<file path="src/hw/rtl/psp_pkg.sv">
package psp_pkg;

	localparam int CFG_IDX_W  = 3;
	localparam int CFG_DATA_W = 32;

	typedef enum logic [CFG_IDX_W-1:0] {
		CFG_GRAV_X  = 3'd0,
		CFG_GRAV_Y  = 3'd1,
		CFG_GRAV_Z  = 3'd2,
		CFG_WIND_X  = 3'd3,
		CFG_WIND_Y  = 3'd4,
		CFG_WIND_Z  = 3'd5,
		CFG_DENSITY = 3'd6
	} cfg_idx_t;

	localparam logic [31:0] GRAV_X_RST  = 32'd0;
	localparam logic [31:0] GRAV_Y_RST  = 32'hFFF6_30A4;	// about -9.81
	localparam logic [31:0] GRAV_Z_RST  = 32'd0;
	localparam logic [31:0] WIND_RST    = 32'd0;
	localparam logic [30:0] DENSITY_RST = 31'd80282;	// about 1.225
	localparam logic [30:0] ONE_Q16     = 31'd65536;

	// iterative stage counts
	localparam int SQRT_STAGES = 32;
	localparam int DIV_STAGES  = 62;
	localparam int DIV_LOW_W   = 46;	// k3 bits below the initial remainder
	localparam int DIV_SHIFT   = 16;	// dividend is k3 scaled by 2^16

	localparam logic [62:0] DRAG_CAP = 63'h4000_0000_0000_0000;

	typedef struct packed {
		logic signed [31:0] pos_x;
		logic signed [31:0] pos_y;
		logic signed [31:0] pos_z;
		logic signed [31:0] vel_x;
		logic signed [31:0] vel_y;
		logic signed [31:0] vel_z;
		logic [19:0]        step_time;
		logic [30:0]        body_mass;
		logic [30:0]        drag_coeff;
		logic [30:0]        cross_area;
	} body_t;

	typedef struct packed {
		logic signed [31:0] new_pos_x;
		logic signed [31:0] new_pos_y;
		logic signed [31:0] new_pos_z;
		logic signed [31:0] new_vel_x;
		logic signed [31:0] new_vel_y;
		logic signed [31:0] new_vel_z;
	} pred_t;

	// lane 0 is x
	typedef logic [2:0][31:0] vec3_t;

	typedef struct packed {
		vec3_t       pos;
		vec3_t       vel;
		logic [19:0] dt;
		logic [23:0] dt2;
		logic [30:0] mass;
		logic [60:0] k2;
	} sq_side_t;

	typedef struct packed {
		vec3_t       pos;
		vec3_t       vel;
		logic [19:0] dt;
		logic [23:0] dt2;
	} dv_side_t;

	function automatic logic [31:0] sat_s32_64(input logic signed [63:0] x);
		logic [31:0] r;
		if (x > 64'sd2147483647) r = 32'h7FFF_FFFF;
		else if (x < -64'sd2147483648) r = 32'h8000_0000;
		else r = x[31:0];
		return r;
	endfunction

	function automatic logic [31:0] sat_s32_42(input logic signed [41:0] x);
		logic [31:0] r;
		if (x > 42'sd2147483647) r = 32'h7FFF_FFFF;
		else if (x < -42'sd2147483648) r = 32'h8000_0000;
		else r = x[31:0];
		return r;
	endfunction

endpackage

</file>
<file path="src/hw/rtl/psp_isqrt_pipe.sv">
module psp_isqrt_pipe import psp_pkg::*; #(
	parameter int SIDE_W = 1
) (
	input  logic              clk,
	input  logic              arst_n,
	input  logic              en,
	input  logic              in_valid,
	input  logic [63:0]       radicand,
	input  logic [SIDE_W-1:0] in_side,
	output logic              out_valid,
	output logic [31:0]       root,
	output logic [SIDE_W-1:0] out_side
);

	logic              vld_s  [SQRT_STAGES+1];
	logic [63:0]       rem_s  [SQRT_STAGES+1];
	logic [31:0]       root_s [SQRT_STAGES+1];
	logic [SIDE_W-1:0] side_s [SQRT_STAGES+1];

	assign vld_s[0]  = in_valid;
	assign rem_s[0]  = radicand;
	assign root_s[0] = '0;
	assign side_s[0] = in_side;

	// one result bit per stage, msb first; rem holds n - root^2
	for (genvar g = 0; g < SQRT_STAGES; g++) begin : g_step
		localparam int B = SQRT_STAGES - 1 - g;
		logic [63:0] trial;
		logic        fits;

		assign trial = ({32'b0, root_s[g]} << (B + 1)) | (64'd1 << (2 * B));
		assign fits  = rem_s[g] >= trial;

		always_ff @(posedge clk or negedge arst_n) begin
			if (!arst_n) begin
				vld_s[g+1] <= 1'b0;
			end else if (en) begin
				vld_s[g+1] <= vld_s[g];
			end
		end

		always_ff @(posedge clk) begin
			if (en) begin
				rem_s[g+1]  <= fits ? rem_s[g] - trial : rem_s[g];
				root_s[g+1] <= fits ? (root_s[g] | (32'd1 << B)) : root_s[g];
				side_s[g+1] <= side_s[g];
			end
		end
	end

	assign out_valid = vld_s[SQRT_STAGES];
	assign root      = root_s[SQRT_STAGES];
	assign out_side  = side_s[SQRT_STAGES];

	a_sqrt_floor: assert property (@(posedge clk) disable iff (!arst_n)
		vld_s[SQRT_STAGES] |-> rem_s[SQRT_STAGES] <= {31'b0, root_s[SQRT_STAGES], 1'b0})
		else $error("root remainder above 2*root");

endmodule

</file>
<file path="config.mk">
export PLATFORM = sky130hd
export DESIGN_NAME = psp_isqrt_pipe
export DESIGN_NICKNAME = d
export VERILOG_FILES = /design/src/hw/rtl/psp_pkg.sv /design/src/hw/rtl/psp_isqrt_pipe.sv
export SDC_FILE = /design/constraint.sdc
export NUM_CORES = 2
export LEC_CHECK = 0
export BUFFER_PORTS_ARGS = -buffer_cell sky130_fd_sc_hd__buf_2
export CORE_MARGIN = 2
export CORE_UTILIZATION = 64
export CTS_CLUSTER_DIAMETER = 100
export CTS_CLUSTER_SIZE = 28
export DETAILED_ROUTE_END_ITERATION = 8
export PLACE_DENSITY = 0.78
export SLEW_MARGIN = 20
export SYNTH_ARGS = -nofsm -noshare
export SYNTH_HDL_FRONTEND = slang
export SYNTH_SLANG_ARGS = --single-unit
</file>
<file path="constraint.sdc">
create_clock -name clk -period 4.6 [get_ports clk]
set_input_delay 0.46 -clock clk [delete_from_list [all_inputs] [get_ports clk]]
set_output_delay 0.46 -clock clk [all_outputs]
set_load 0.1 [all_outputs]
</file>
### Word level (Yosys, flattened, before mapping)

Index checks and enable logic that the tools add are counted.

| storage, ports and cells | value |
|---|---|
| register bits after elaboration | 3,072 |
| input bits | 69 |
| output and inout bits | 34 |
| word-level logic and storage cells | 253 |

| operators by class | value |
|---|---|
| add/sub/neg operators | 31 |
| $lt $le $gt $ge | 32 |
| muxes and demuxes | 32 |

Operators by type and width:

| cell | number |
|---|---|
| 2-to-1 mux 64 bit | 31 |
| >= comparator 64 x 33 -> 1 bit | 1 |
| >= comparator 64 x 34 -> 1 bit | 1 |
| >= comparator 64 x 35 -> 1 bit | 1 |
| >= comparator 64 x 36 -> 1 bit | 1 |
| >= comparator 64 x 37 -> 1 bit | 1 |
| >= comparator 64 x 38 -> 1 bit | 1 |
| >= comparator 64 x 39 -> 1 bit | 1 |
| >= comparator 64 x 40 -> 1 bit | 1 |
| >= comparator 64 x 41 -> 1 bit | 1 |
| >= comparator 64 x 42 -> 1 bit | 1 |
| >= comparator 64 x 43 -> 1 bit | 1 |
| >= comparator 64 x 44 -> 1 bit | 1 |
| >= comparator 64 x 45 -> 1 bit | 1 |
| >= comparator 64 x 46 -> 1 bit | 1 |
| >= comparator 64 x 47 -> 1 bit | 1 |
| >= comparator 64 x 48 -> 1 bit | 1 |
| >= comparator 64 x 49 -> 1 bit | 1 |
| >= comparator 64 x 50 -> 1 bit | 1 |
| >= comparator 64 x 51 -> 1 bit | 1 |
| >= comparator 64 x 52 -> 1 bit | 1 |
| >= comparator 64 x 53 -> 1 bit | 1 |
| >= comparator 64 x 54 -> 1 bit | 1 |
| >= comparator 64 x 55 -> 1 bit | 1 |
| other kinds (41) | 41 |

### Longest topological paths before layout

| depth | value |
|---|---|
| depth in word-level cells | 2 |
| gate-level depth with buffers | 15 |
| gate-level depth less buffers | 13 |

### Worst setup path after synthesis

OpenSTA, ideal clock, no wires.

| timing path | value |
|---|---|
| kind | flip-flop to flip-flop |
| from | register rem_s[417] (netlist name) |
| to | register rem_s[381] (netlist name) (data pin) |
| library setup time | 0.271 ns |
| arrival | 3.197 ns |
| data required time | 4.329 ns |
| setup slack | 1.131 ns |
| stages on the path, launching flop included | 14 |
| buffers on the path | 2 |
| clock period less this slack | 3.469 ns |
| cells stage by stage | edfxtp_1 > ha_1 > clkbuf_1 > nand4_1 > or3_1 > or3_1 > nor3_1 > nor3_2 > o211a_1 > buf_4 > nor3_1 > nand4_1 > nor4_1 > xor2_1 |

| on the way | value |
|---|---|
| cells in the longest elaborated chain, start to end | 2 |
| elaborated cells on any way between the ends | 3 |
| those cells by class | add/sub (1); order compare (1); mux (1) |

Ends and longest elaborated chain:

| item | line | text |
|---|---|---|
| start, declared | psp_isqrt_pipe.sv:16 | `logic [63:0] rem_s [SQRT_STAGES+1];` |
| start signal, assigned by index | psp_isqrt_pipe.sv:44 | `rem_s[g+1] <= fits ? rem_s[g] - trial : rem_s[g];` |
| subtractor 64 x 38 -> 64 bit or >= comparator 64 x 38 -> 1 bit (tied branches) | psp_isqrt_pipe.sv:44, psp_isqrt_pipe.sv:32 |  |
| 2-to-1 mux 64 bit (*) | psp_isqrt_pipe.sv:44 |  |

Every way passes the cells marked *; elsewhere a longest branch is shown, timed or not.
A chain may end at the register's enable or synchronous reset.

### Worst setup path in the final report

| timing path | value |
|---|---|
| from | register rem_s[1257] (netlist name) |
| to | register rem_s[1215] (netlist name) (data pin) |

| on the way | value |
|---|---|
| cells in the longest elaborated chain, start to end | 2 |
| elaborated cells on any way between the ends | 3 |
| those cells by class | add/sub (1); order compare (1); mux (1) |

Ends and longest elaborated chain:

| item | line |
|---|---|
| subtractor 64 x 51 -> 64 bit or >= comparator 64 x 51 -> 1 bit (tied branches) | psp_isqrt_pipe.sv:44, psp_isqrt_pipe.sv:32 |
| 2-to-1 mux 64 bit (*) | psp_isqrt_pipe.sv:44 |

Marks and branches as above.

==> summary.txt <==
Run status
  – Status: finished, final reports clean

Synthesis
  – Syn Area/Cell: 12.69 sq um
  – Netlist cell types: just over 90
  – Sequential fraction of the synthesis area: approximately 63%
  – Async S/R FF share, synth: 1.242%
  – Prevailing post-synth register cell: edfxtp_1
  – Netlist Area Pre-Place: about 120000 sq um
  – YS warnings: 0
  – Post-Syn Nets: 10250
  – EDFF count, synth: between 2000 and 3000
  – Post-Syn Instances: 9621
  – #FFs+latches synth: 2576

Placed design
  – Setup WS pre-CTS: ~0.24 ns
  – HPWL Detailed: 221.1 mm
  – Port Buf Inserts: a little over 100
  – GP Congestion: 0.9582

Global route
  – Largest net degree at the start of global routing: 192
  – Aggregate global routing overflow: 0
  – First-pass GRT wire length: 440.2 mm
  – Total track usage: approximately 30%
  – Initial antenna violation count: 9
  – Vias in the first global route: ~74000

Cells and area
  – Final core occ: 68.36%
  – NumNets Final: 10450
  – Layout cell share with drive strength beyond 1: between 5 and 6%
  – Area delta synth->final: 6.287%
  – Multi-input logic area: between 40000 and 50000 sq um
  – Commonest cells after routing, fill and taps aside: edfxtp_1, inv_1, nor2_1
  – Register area: just under 80000 sq um
  – Commonest non-fill, non-tap cell in the layout: edfxtp_1
  – Filler instances: around 13000

STA
  – Final Slew Violations: 0
  – Clock skew: about 0.055 ns
  – Peak Freq: approximately 0.23 GHz
  – Slew @ Worst Pin: 1.024 ns
  – Minimum clock period: 4.362 ns
  – Unrepaired setup endpoints after global routing: no
  – Relative slew slack: just over 30%
  – Final period util: a little over nine tenths
  – Final Hold Vio Count: 0
  – Setup TNS: 0 ns
  – Worst Slack Setup Final: 0.2377 ns
  – Final setup vio count: 0

Critical path
  – CP Class: reg -> reg
  – Startpoint types: register
  – Worst R2R Start: rem_s[1257]
  – Crit path arrival time: 4.97 ns
  – R2r worst-path depth: 11
  – CP Capture Type: register
  – CP max FO: 6
  – Worst path required time: between 5 and 6 ns
  – Worst R2R End: rem_s[1215]
  – Slack of the worst reg-to-reg path: 0.24 ns

Clock network
  – Clk slew on worst S/H paths: 0.11 ns
  – CTS tree: done
  – CTS sink count: 2576
  – CTS buffer count: approximately 110
  – CTS H-Tree Depth: 3
  – Worst skew pair latency: 0.83 ns
  – Clock tree buffer depth: 3
  – Root buffer cell: clkbuf_16

Detailed routing
  – Drt via density: ~6.3
  – Routed WL: 291.9 mm
  – Post-route ant nets: 0
  – Total number of vias: 78330
  – Routed len/inst: roughly 24 um
  – First DRT Iteration DRCs: 8962
  – DRC Markers: 0
  – First-pass detailed-route iteration total: 8

Worst hold path
  – HP Start: en
  – Worst Hold End: rem_s[1059]
  – Hold Crit Depth: 1
  – Hold Crit Class: in -> reg

Power and ir drop
  – P_leak: 48.57 nW
  – Peak supply drop: slightly below 0.4 mV
  – Power per cell area: between 400 and 500 nW/um^2

Floorplan
  – Full die area: 194200 sq um
  – Initial Util: 64.32%
  – Die X: between 400 and 500 um
  – Site Rows: 160
  – Area of the core: approximately 190000 sq um
  – IO Pins: 103
  – Die height: 440.7 um

Job
  – MaxCap Viol Count: 0
[logic make-up after synthesis]
| kind of cell | synth area share, % |
|---|---|
| multiplexers | 1.215 |
| adder cells (fa/ha/maj) | 5.720 |
| AND/OR/NAND/NOR | 11.74 |
| AO/OA/AOI/OAI | 9.048 |
| flip-flops | 63.24 |
| buffers and inverters | 2.712 |
| XOR/XNOR | 6.329 |
[Yosys cell counts, types with 20 or more instances]
master	number	area, sq um
clkbuf_1	143	536.8
or4_1	48	360.4
nand3b_1	27	202.7
o21bai_1	50	375.4
inv_1	692	2597
o31ai_1	34	255.2
nor4_1	352	2202
nand4_1	167	1045
nor2_1	668	2507
nor4b_1	47	411.6
a31oi_1	46	287.8
a21oi_1	643	3218
o211ai_1	38	285.3
o21a_1	96	720.7
mux2_2	107	1205
a211oi_1	42	315.3
nand2_1	584	2192
a21o_1	226	1697
nor3_1	249	1246
xnor2_1	461	4038
buf_2	21	105.1
nor2b_1	88	550.5
nand3_1	151	755.7
nand2b_1	105	656.9
and2_1	32	200.2
or3_1	99	619.3
o21ai_0	416	2082
a211o_1	21	183.9
dfrtp_1	32	800.8
a21boi_0	27	202.7
and3_1	35	219.0
or2_2	36	225.2
nor3b_1	20	150.1
xor2_1	421	3687
edfxtp_1	2544	76390
and4_1	28	245.2
ha_1	558	6982
[how the worst max path moves through the flow]
stage	cells after the start	slack [ns]	to	start
floorplan	13	1.13	rem_s[381]	rem_s[417]
global placement	9	0.44	rem_s[475]	rem_s[562]
detailed placement	13	0.24	rem_s[124]	rem_s[141]
CTS	13	0.22	rem_s[124]	rem_s[140]
global route	13	0.02	rem_s[124]	rem_s[141]
finish	11	0.24	rem_s[1215]	rem_s[1257]
[routing by layer]
metal / vias up / track usage, % / wire (um) / part of all wire, %
met2: 3140 / 48.42 / 139400 / 48
met3: 370 / 3.369 / 21560 / 7.4
met1: 38670 / 43.52 / 124500 / 43
li1: 36150 / - / - / -
met4: 2 / 6.391 / 6421 / 2.2
met5: - / 0 / 4 / 0.0014
[flip-flops by register name (all words and copies together), names as in the netlist]
register / count
rem_s: 1984
g_step.trial: 496
root: 32
side_s: 31
vld_s: 31
out_side: 1
out_valid: 1
[per-stage QoR]
| step | hold slack [ns] | std cells | power (mW) | instance area [sq um] |
|---|---|---|---|---|
| after detailed placement | 0.4045 | 12160 | 46.89 | 126000 |
| after global placement | 0.4014 | 12160 | 46.51 | 126000 |
| after global routing | 0.1108 | 12360 | 60.81 | 129700 |
| after CTS | 0.08587 | 12360 | 58.15 | 129700 |
| final | 0.1245 | 12360 | 58.18 | 129700 |
| after floorplan | 0.1644 | 9621 | 42.04 | 122100 |
[timing repair]
item,4_1_cts,5_1_grt
endpoints found under the setup margin,0,2
hold buffers,67,0
gates resized for setup,0,1
endpoints found under the hold margin,98,0
buffers inserted,0,0
[where the power goes]
group / internal (mW) / switching (mW) / leakage, nW
logic: 5.91 / 8.51 / 22.2
registers: 29.8 / 2.58 / 24.9
clock network: 4.42 / 6.98 / 1.47
[worst max-delay path: stages, from the launching register on]
cell and delay, ns:
edfxtp_1 0.52, ha_1 0.44, nand4_1 0.12, nor4_1 0.85
nand3_1 0.16, nor4_1 0.71, nor2_1 0.18, nand4_1 0.18
nand3_1 0.11, nor2_1 0.40, nand3_1 0.16, xnor2_1 0.30
[area by class of cell]
class / instances / share of cell area [%]
clock buffers: 113 / 2.065
flip-flops and latches: 2576 / 59.50
diodes: 4 / 0.007715
inverters: 695 / 2.011
well taps: 2511 / 2.422
clock inverters: 23 / 0.2777
repair buffers: 269 / 1.616
multi-input cells: 6171 / 32.10
Note: power is estimated with default switching activity, not from simulation.
